$ cat src/sv/acpt_pkg.sv
// ----------------------------------------------------------------------------
// acpt_pkg
// Shared types and constants of the contact pair tracker.
// ----------------------------------------------------------------------------
`default_nettype none

package acpt_pkg;

  localparam int TYPE_W  = 3;
  localparam int COORD_W = 16;
  localparam int SIZE_W  = 15;
  localparam int MASK_W  = 64;
  localparam int EVENT_W = 2;

  typedef enum logic [EVENT_W-1:0] {
    EV_NONE  = 2'd0,
    EV_ENTER = 2'd1,
    EV_STAY  = 2'd2,
    EV_EXIT  = 2'd3
  } contact_event_t;

  typedef struct packed {
    logic active;
    logic hit;
  } pair_chk_t;

endpackage

`default_nettype wire

$ cat src/sv/acpt_ram.sv
// ----------------------------------------------------------------------------
// acpt_ram
// Generic single write port, single read port RAM with registered read data.
// ----------------------------------------------------------------------------
`default_nettype none

module acpt_ram #(
  parameter int WIDTH = 64,
  parameter int DEPTH = 64
) (
  input  wire logic                     clk,
  input  wire logic                     we,
  input  wire logic [$clog2(DEPTH)-1:0] waddr,
  input  wire logic [WIDTH-1:0]         wdata,
  input  wire logic [$clog2(DEPTH)-1:0] raddr,
  output logic      [WIDTH-1:0]         rdata
);

  logic [WIDTH-1:0] mem [DEPTH];

  always_ff @(posedge clk) begin
    if (we) begin
      mem[waddr] <= wdata;
    end
    rdata <= mem[raddr];
  end

endmodule

`default_nettype wire

$ cat src/sv/acpt_hit.sv
// ----------------------------------------------------------------------------
// acpt_hit
// Pair qualification and strict box overlap test for one registered request.
// ----------------------------------------------------------------------------
`default_nettype none

module acpt_hit
  import acpt_pkg::*;
#(
  parameter int TYPE_COUNT = 8,
  parameter int ID_BITS    = 6
) (
  input  wire logic [MASK_W-1:0]  mask,
  input  wire logic [TYPE_W-1:0]  left_type,
  input  wire logic [TYPE_W-1:0]  right_type,
  input  wire logic [ID_BITS-1:0] left_id,
  input  wire logic [ID_BITS-1:0] peer_id,
  input  wire logic [COORD_W-1:0] left_x,
  input  wire logic [COORD_W-1:0] left_y,
  input  wire logic [SIZE_W-1:0]  left_w,
  input  wire logic [SIZE_W-1:0]  left_h,
  input  wire logic [COORD_W-1:0] right_x,
  input  wire logic [COORD_W-1:0] right_y,
  input  wire logic [SIZE_W-1:0]  right_w,
  input  wire logic [SIZE_W-1:0]  right_h,
  output pair_chk_t               chk
);

  logic [TYPE_W-1:0]    lo_type;
  logic [TYPE_W-1:0]    hi_type;
  logic                 type_ok;
  logic                 enabled;
  logic [COORD_W:0]     dx;
  logic [COORD_W:0]     dy;
  logic [COORD_W:0]     adx;
  logic [COORD_W:0]     ady;
  logic [SIZE_W:0]      sum_w;
  logic [SIZE_W:0]      sum_h;

  always_comb begin
    lo_type = (left_type < right_type) ? left_type : right_type;
    hi_type = (left_type < right_type) ? right_type : left_type;
    type_ok = {1'b0, hi_type} < (TYPE_W + 1)'(TYPE_COUNT);
    enabled = type_ok && mask[{lo_type, hi_type}];

    dx  = {right_x[COORD_W-1], right_x} - {left_x[COORD_W-1], left_x};
    dy  = {right_y[COORD_W-1], right_y} - {left_y[COORD_W-1], left_y};
    adx = dx[COORD_W] ? (~dx + 1'b1) : dx;
    ady = dy[COORD_W] ? (~dy + 1'b1) : dy;

    sum_w = {1'b0, left_w} + {1'b0, right_w};
    sum_h = {1'b0, left_h} + {1'b0, right_h};

    chk.active = enabled && (left_id != peer_id);
    chk.hit    = chk.active
                 && ({adx, 1'b0} < {2'b00, sum_w})
                 && ({ady, 1'b0} < {2'b00, sum_h});
  end

endmodule

`default_nettype wire

$ cat src/sv/aabb_contact_pair_tracker.sv
// ----------------------------------------------------------------------------
// aabb_contact_pair_tracker
// Box overlap test per collider pair with enter, stay and exit tracking.
//
//   channel  direction  handshake              payload
//   in_      input      start, busy            types, ids, centres, sizes
//   out_     output     out_valid (strobe)     contact_event, overlapping
//   cfg_     input      cfg_we                 cfg_wdata (pair enable mask)
//
// One request per cycle; busy is always low. Results pass the s1 and output registers.
// The contact bits live in a RAM of one row per left id; the read-modify-write
// of a row forwards back-to-back updates of the same row.
// Reset clears the mask and a valid bit per row, so no clearing pass is needed.
// The receiver cannot stall; each result strobes for exactly one cycle.
// ----------------------------------------------------------------------------
`default_nettype none

module aabb_contact_pair_tracker
  import acpt_pkg::*;
#(
  parameter int TYPE_COUNT = 8,
  parameter int ID_BITS    = 6
) (
  input  wire logic               clk,
  input  wire logic               rst_n,
  input  wire logic               start,
  output logic                    busy,
  input  wire logic [TYPE_W-1:0]  in_left_type,
  input  wire logic [TYPE_W-1:0]  in_right_type,
  input  wire logic [ID_BITS-1:0] in_left_id,
  input  wire logic [ID_BITS-1:0] in_right_id,
  input  wire logic [COORD_W-1:0] in_left_x,
  input  wire logic [COORD_W-1:0] in_left_y,
  input  wire logic [SIZE_W-1:0]  in_left_w,
  input  wire logic [SIZE_W-1:0]  in_left_h,
  input  wire logic [COORD_W-1:0] in_right_x,
  input  wire logic [COORD_W-1:0] in_right_y,
  input  wire logic [SIZE_W-1:0]  in_right_w,
  input  wire logic [SIZE_W-1:0]  in_right_h,
  output logic                    out_valid,
  output logic [EVENT_W-1:0]      out_contact_event,
  output logic                    out_overlapping,
  input  wire logic               cfg_we,
  input  wire logic [MASK_W-1:0]  cfg_wdata
);

  localparam int ROWS = 1 << ID_BITS;

  logic                 accept;
  logic [MASK_W-1:0]    mask_r;

  logic                 s1_valid_r;
  logic [TYPE_W-1:0]    s1_lt_r;
  logic [TYPE_W-1:0]    s1_rt_r;
  logic [ID_BITS-1:0]   s1_lid_r;
  logic [ID_BITS-1:0]   s1_rid_r;
  logic [COORD_W-1:0]   s1_lx_r;
  logic [COORD_W-1:0]   s1_ly_r;
  logic [SIZE_W-1:0]    s1_lw_r;
  logic [SIZE_W-1:0]    s1_lh_r;
  logic [COORD_W-1:0]   s1_rx_r;
  logic [COORD_W-1:0]   s1_ry_r;
  logic [SIZE_W-1:0]    s1_rw_r;
  logic [SIZE_W-1:0]    s1_rh_r;

  pair_chk_t            chk;
  logic [ROWS-1:0]      ram_rdata;
  logic [ROWS-1:0]      row_cur;
  logic [ROWS-1:0]      row_nxt;
  logic                 prev;
  logic                 row_we;

  logic [ROWS-1:0]      row_valid_r;
  logic                 fwd_valid_r;
  logic [ID_BITS-1:0]   fwd_row_r;
  logic [ROWS-1:0]      fwd_data_r;

  logic                 out_valid_r;
  contact_event_t       event_r;
  contact_event_t       event_nxt;
  logic                 overlapping_r;

  assign busy   = 1'b0;
  assign accept = start && !busy;

  // hold request
  always_ff @(posedge clk) begin
    if (!rst_n) begin
      s1_valid_r <= 1'b0;
      mask_r     <= '0;
    end else begin
      s1_valid_r <= accept;
      if (cfg_we) begin
        mask_r <= cfg_wdata;
      end
    end
  end

  always_ff @(posedge clk) begin
    if (accept) begin
      s1_lt_r  <= in_left_type;
      s1_rt_r  <= in_right_type;
      s1_lid_r <= in_left_id;
      s1_rid_r <= in_right_id;
      s1_lx_r  <= in_left_x;
      s1_ly_r  <= in_left_y;
      s1_lw_r  <= in_left_w;
      s1_lh_r  <= in_left_h;
      s1_rx_r  <= in_right_x;
      s1_ry_r  <= in_right_y;
      s1_rw_r  <= in_right_w;
      s1_rh_r  <= in_right_h;
    end
  end

  acpt_hit #(
    .TYPE_COUNT (TYPE_COUNT),
    .ID_BITS    (ID_BITS)
  ) u_hit (
    .mask       (mask_r),
    .left_type  (s1_lt_r),
    .right_type (s1_rt_r),
    .left_id    (s1_lid_r),
    .peer_id    (s1_rid_r),
    .left_x     (s1_lx_r),
    .left_y     (s1_ly_r),
    .left_w     (s1_lw_r),
    .left_h     (s1_lh_r),
    .right_x    (s1_rx_r),
    .right_y    (s1_ry_r),
    .right_w    (s1_rw_r),
    .right_h    (s1_rh_r),
    .chk        (chk)
  );

  acpt_ram #(
    .WIDTH (ROWS),
    .DEPTH (ROWS)
  ) u_ram (
    .clk   (clk),
    .we    (row_we),
    .waddr (s1_lid_r),
    .wdata (row_nxt),
    .raddr (in_left_id),
    .rdata (ram_rdata)
  );

  always_comb begin
    if (!row_valid_r[s1_lid_r]) begin
      row_cur = '0;
    end else if (fwd_valid_r && (fwd_row_r == s1_lid_r)) begin
      row_cur = fwd_data_r;
    end else begin
      row_cur = ram_rdata;
    end
    prev              = row_cur[s1_rid_r];
    row_nxt           = row_cur;
    row_nxt[s1_rid_r] = chk.hit;
    row_we            = s1_valid_r && chk.active;

    if (!chk.active) begin
      event_nxt = EV_NONE;
    end else if (chk.hit) begin
      event_nxt = prev ? EV_STAY : EV_ENTER;
    end else begin
      event_nxt = prev ? EV_EXIT : EV_NONE;
    end
  end

  // advance contact row state
  always_ff @(posedge clk) begin
    if (!rst_n) begin
      row_valid_r <= '0;
      fwd_valid_r <= 1'b0;
      out_valid_r <= 1'b0;
    end else begin
      fwd_valid_r <= row_we;
      out_valid_r <= s1_valid_r;
      if (row_we) begin
        row_valid_r[s1_lid_r] <= 1'b1;
      end
    end
  end

  always_ff @(posedge clk) begin
    if (row_we) begin
      fwd_row_r  <= s1_lid_r;
      fwd_data_r <= row_nxt;
    end
    event_r       <= event_nxt;
    overlapping_r <= chk.hit;
  end

  assign out_valid         = out_valid_r;
  assign out_contact_event = event_r;
  assign out_overlapping   = overlapping_r;

  a_result_follows: assert property (@(posedge clk) disable iff (!rst_n)
    s1_valid_r |=> out_valid_r)
    else $error("request in flight produced no result");

  a_hit_event: assert property (@(posedge clk) disable iff (!rst_n)
    (out_valid_r && overlapping_r) |-> (event_r == EV_ENTER || event_r == EV_STAY))
    else $error("overlap reported without enter or stay");

  a_miss_event: assert property (@(posedge clk) disable iff (!rst_n)
    (out_valid_r && !overlapping_r) |-> (event_r == EV_NONE || event_r == EV_EXIT))
    else $error("no overlap reported with enter or stay");

  a_fwd_stay: assert property (@(posedge clk) disable iff (!rst_n)
    (s1_valid_r && chk.hit ##1 s1_valid_r && chk.hit
     && s1_lid_r == $past(s1_lid_r) && s1_rid_r == $past(s1_rid_r))
    |=> (event_r == EV_STAY))
    else $error("back-to-back hit on same pair not seen as stay");

endmodule

`default_nettype wire

$ cat config.mk
export PLATFORM = sky130hd
export DESIGN_NAME = aabb_contact_pair_tracker
export DESIGN_NICKNAME = d
export VERILOG_FILES = /design/src/sv/acpt_pkg.sv /design/src/sv/acpt_ram.sv /design/src/sv/acpt_hit.sv /design/src/sv/aabb_contact_pair_tracker.sv
export SDC_FILE = /design/constraint.sdc
export NUM_CORES = 2
export LEC_CHECK = 0
export ABC_CLOCK_PERIOD_IN_PS = 18100
export BUFFER_PORTS_ARGS = -buffer_cell sky130_fd_sc_hd__buf_2
export CAP_MARGIN = 30
export CORE_MARGIN = 4
export CORE_UTILIZATION = 45
export DETAILED_ROUTE_END_ITERATION = 6
export GPL_ROUTABILITY_DRIVEN = 0
export PLACE_DENSITY = 0.68
export REMOVE_ABC_BUFFERS = 1
export SLEW_MARGIN = 20
export SYNTH_ARGS = -nofsm -noshare
export SYNTH_HDL_FRONTEND = slang
export SYNTH_HIERARCHICAL = 1
export SYNTH_SLANG_ARGS = --single-unit
$ cat constraint.sdc
create_clock -name clk -period 18.1 [get_ports clk]
set_input_delay 0.905 -clock clk [delete_from_list [all_inputs] [get_ports clk]]
set_output_delay 0.905 -clock clk [all_outputs]
set_load 0.02 [all_outputs]
==> key figures <==
CTS
  • Cell at the root of the clock tree: sky130_fd_sc_hd__clkbuf_16
  • Gates resized, CTS repair: 0
  • H-tree levels: 5
  • Clk pin slew, worst setup/hold paths: ~0.060 ns
  • Clk buf depth: 4
  • CTS Hold Bufs: 0
  • CTS tree: yes
  • Clock sink count: 4506
  • Number of buffers inserted during clock tree synthesis: around 440
  • Clock insertion delay at the later pin of the skew report: between 1 and 1.5 ns
  • Post-CTS setup buffers: 0

Pwr
  • Clock power share: 0.405
  • Post-layout total power: ~22000 µW
  • Combinational share of power: 0.072
  • Static Leakage: approximately 0.065 µW
  • Power dissipated by switching net loads: 4997 µW
  • Pint: approximately 17000 µW
  • Total power divided by cell area: 112.1 nW/µm²
  • Max VDD drop: ~0.10 mV
  • Relative contribution of sequential cells to total power: 0.523
  • Switching part of the total: 0.2230

Routing
  • Iteration count of the initial detailed-routing pass: 7
  • Post-route antenna net violation count: 0
  • DRC Markers: 0
  • Routed len/inst: 35.00 µm
  • Vias: about 94k
  • Iteration-0 DRC count of the detailed router: 13.49k
  • Sum of routed wire length over all layers: just over 500000 µm
  • Per-cell via count in the routed design: about 6.4

Setup path
  • Worst path required time: roughly 19 ns
  • Startpoint types: flop
  • Critical Path AT: slightly below 9 ns
  • CP Max Fanout: 33
  • Endpoint type of the worst setup path: flop
  • Setup Crit Path Kind: flop to flop

Synth
  • Sequential element share of the synthesized area: 0.7592
  • Most common flop cell mapped by yosys: sky130_fd_sc_hd__edfxtp_1
  • Flip-flop and latch count after synthesis: about 4.5k
  • Number of distinct library cells after synthesis: 83
  • Warnings from Yosys: 6
  • Number of flops mapped to enable cells by yosys: 4308
  • Number of instances in the synthesized netlist: about 8.4k
  • Post-Synthesis Cell Area: approximately 180000 µm²
  • Synth Area per Inst: between 20 and 25 µm²
  • Fraction of registers with async set/reset: 0

Timing
  • Final setup TNS: 0 ns
  • Transition time of the tightest slew-check pin: 1.178 ns
  • Worst-case clock skew: about 0.11 ns
  • Headroom to the max-slew limit: 0.2146
  • Hold slack final: about 0.12 ns
  • Final setup violation count: 0
  • Unrepaired setup endpoints after global routing: false
  • Final Max Tran Viols: 0
  • Fmax: roughly 120 MHz
  • Final Critical Period: between 8 and 9 ns
  • Fraction of the cycle the final worst path needs: 0.4559
  • Final hold vios: 0

Global route
  • Maximum number of pins on one net before global-route repair: 124
  • Initial antenna violation count: 18
  • First-pass GRT wire length: around 700000 µm
  • Number of global-route vias before repair: a little over 90k
  • Total routing usage reported by global routing: 0.2504
  • Final global-route overflow total: 0

Flow run
  • Number of maximum-capacitance constraint violations: 0

Floorplanning
  • I/O pin count: roughly 220
  • Die extent in y: between 600 and 700 µm
  • Initial standard-cell utilization of the core: 0.4516
  • Horiz. Die Dim: 632.7 µm
  • Die Footprint: 400300 µm²
  • Floorplan Core Area: ~390000 µm²
  • Rows: roughly 230

Final layout
  • Fraction of final layout cells sized beyond drive strength 1: 0.2616
  • Number of nets in the final layout: between 9k and 10k
  • Area overhead of the layout relative to synthesis: 13.84%
  • Area of all placed cells without fillers: approximately 200000 µm²

Outcome
  • Outcome: finished clean

Placement
  • Post-DP HPWL: ~270000 µm
  • Count of port buffers added during placement: between 200 and 250
  • Placed cell area: approximately 190000 µm²

Worst hold path
  • Classification of the worst-slack hold path: input pin to flop
final timing paths:
| check | startpoint | end | slack (ns) | cells after the start |
|---|---|---|---|---|
| max | s1_lt_r[1] | u_ram/mem[43][1] | 9.85 | 17 |
| max reg2reg | s1_lt_r[1] | u_ram/mem[43][1] | 9.85 | 17 |
| min reg2reg | row_valid_r[13] | row_valid_r[13] | 0.46 | 1 |
| min | in_left_y[7] | s1_ly_r[7] | 0.12 | 1 |
registers in the layout, summed over array words and instances (netlist names), 2 cells and up:
register,count
s1_rid_r,6
s1_lw_r,15
fwd_data_r,64
row_valid_r,64
mask_r,64
s1_rw_r,15
fwd_row_r,6
s1_lx_r,16
s1_lt_r,3
u_ram/rdata,64
s1_rt_r,3
s1_lh_r,15
out_contact_event,2
s1_ly_r,16
s1_rh_r,15
u_ram/mem,4096
s1_lid_r,6
s1_rx_r,16
s1_ry_r,16
layout by cell type (no fill, tap or decap), drive strengths merged, types with 24 or more instances in the layout:
cell type and instances:
o22ai 95, o31ai 50, nand2 180, buf 559, a211oi 77, xor2 29
bufinv 33, nor2b 119, nor3 27, or2 37, mux2i 280, a22oi 181
a21oi 75, nand2b 24, clkinv 176, dfxtp 198, o21ai 66, inv 94
a22o 90, and3 71, o21a 111, ha 98, o221ai 42, clkbuf 591
mux4 1037, edfxtp 4308, nor2 264, nand3 63, xnor2 55, a41oi 27
or3 36, a31oi 43
cells in the mapped netlist (all sizes together), types with 7 or more instances:
| master | number | area (µm²) |
|---|---|---|
| a2bb2oi | 19 | 166.4 |
| o21bai | 11 | 82.58 |
| a21oi | 75 | 375.4 |
| xor2 | 29 | 254.0 |
| nand4 | 8 | 56.30 |
| nor2b | 119 | 744.5 |
| nor3 | 27 | 135.1 |
| nor2 | 264 | 1007 |
| mux4 | 1037 | 23350 |
| o21ai | 66 | 330.3 |
| buf | 270 | 1478 |
| o22a | 9 | 78.83 |
| or3 | 36 | 230.2 |
| nand3b | 10 | 75.07 |
| mux2 | 11 | 123.9 |
| a22oi | 181 | 1359 |
| and3 | 71 | 444.2 |
| dfxtp | 198 | 3964 |
| o31ai | 50 | 380.4 |
| o2111ai | 8 | 70.07 |
| mux2i | 280 | 2803 |
| nor3b | 7 | 52.55 |
| nand3 | 63 | 315.3 |
| a31oi | 43 | 269.0 |
| a21o | 20 | 150.1 |
| xnor2 | 55 | 481.7 |
| a22o | 90 | 788.3 |
| nand2b | 24 | 157.6 |
| ha | 98 | 1226 |
| o221ai | 42 | 367.9 |
| edfxtp | 4308 | 129400 |
| and2 | 17 | 106.4 |
| o22ai | 95 | 594.3 |
| or2 | 37 | 231.5 |
| clkbuf | 189 | 710.7 |
| o21a | 111 | 833.3 |
| nand2 | 180 | 675.7 |
| a211oi | 77 | 578.1 |
| a41oi | 27 | 244.0 |
| inv | 82 | 307.8 |
cell families after synthesis:
| group | Yosys count | share of synthesized area |
|---|---|---|
| mux | 1328 | 0.1497 |
| xor+xnor | 84 | 0.004189 |
| compound gates | 968 | 0.04033 |
| buf+inv | 541 | 0.01421 |
| other cells | 1 | 0.00002135 |
| flops | 4506 | 0.7592 |
| fa+ha+maj | 102 | 0.007439 |
| simple gates | 880 | 0.02490 |
worst max-delay path: stages (launching register included):
cell and delay (ns):
sky130_fd_sc_hd__edfxtp_1 0.50, sky130_fd_sc_hd__ha_1 0.27, sky130_fd_sc_hd__nor2b_1 0.17, sky130_fd_sc_hd__a311oi_4 0.53, sky130_fd_sc_hd__mux2i_4 0.66, sky130_fd_sc_hd__buf_16 0.23, sky130_fd_sc_hd__mux4_2 0.23, sky130_fd_sc_hd__a22oi_1 0.08
sky130_fd_sc_hd__o21ai_0 0.23, sky130_fd_sc_hd__nor3_1 0.11, sky130_fd_sc_hd__a211oi_2 0.27, sky130_fd_sc_hd__buf_4 0.24, sky130_fd_sc_hd__nand2_1 0.32, sky130_fd_sc_hd__inv_4 0.67, sky130_fd_sc_hd__nand3_1 0.90, sky130_fd_sc_hd__nor2_4 0.99
sky130_fd_sc_hd__buf_4 0.56, sky130_fd_sc_hd__buf_4 0.83
through the flow:
stage | instances | worst slack (ns) | utilization
after CTS | 14510 | 10.06 | 0.5128
after detailed placement | 13690 | 10.09 | 0.4759
after global placement | 13660 | 9.905 | 0.4745
after global routing | 14530 | 9.751 | 0.5140
after floorplan | 7951 | 6.818 | -
final | 14550 | 9.848 | 0.5142
per-layer routing:
layer  up-vias  part of all wire  GRT usage
li1      36270                 -          -
met5         -           0.00031   0.002628
met1     49250              0.36     0.3368
met3      1321              0.13    0.05997
met4        14             0.055     0.1182
met2      6780              0.46     0.3877
cell type report:
class / instances / area [µm²]
multi-input combinational: 3363 / 40910
antenna: 19 / 47.55
tap: 5197 / 6502
timing repair buffer: 561 / 4466
fill: 29730 / 188900
sequential: 4506 / 133300
clock inverter: 230 / 2227
inverter: 82 / 310.3
clock buffer: 589 / 12120
power by group through the flow:
stage	Sequential [µW]	Combinational, µW	Clock (µW)
after detailed placement	11900	1580	0
after floorplan	12000	872	0
after global routing	11700	1730	9640
final	11700	1620	9080
after global placement	11900	1530	0
after CTS	11700	1580	9190
(Power assumes the default switching activity.)
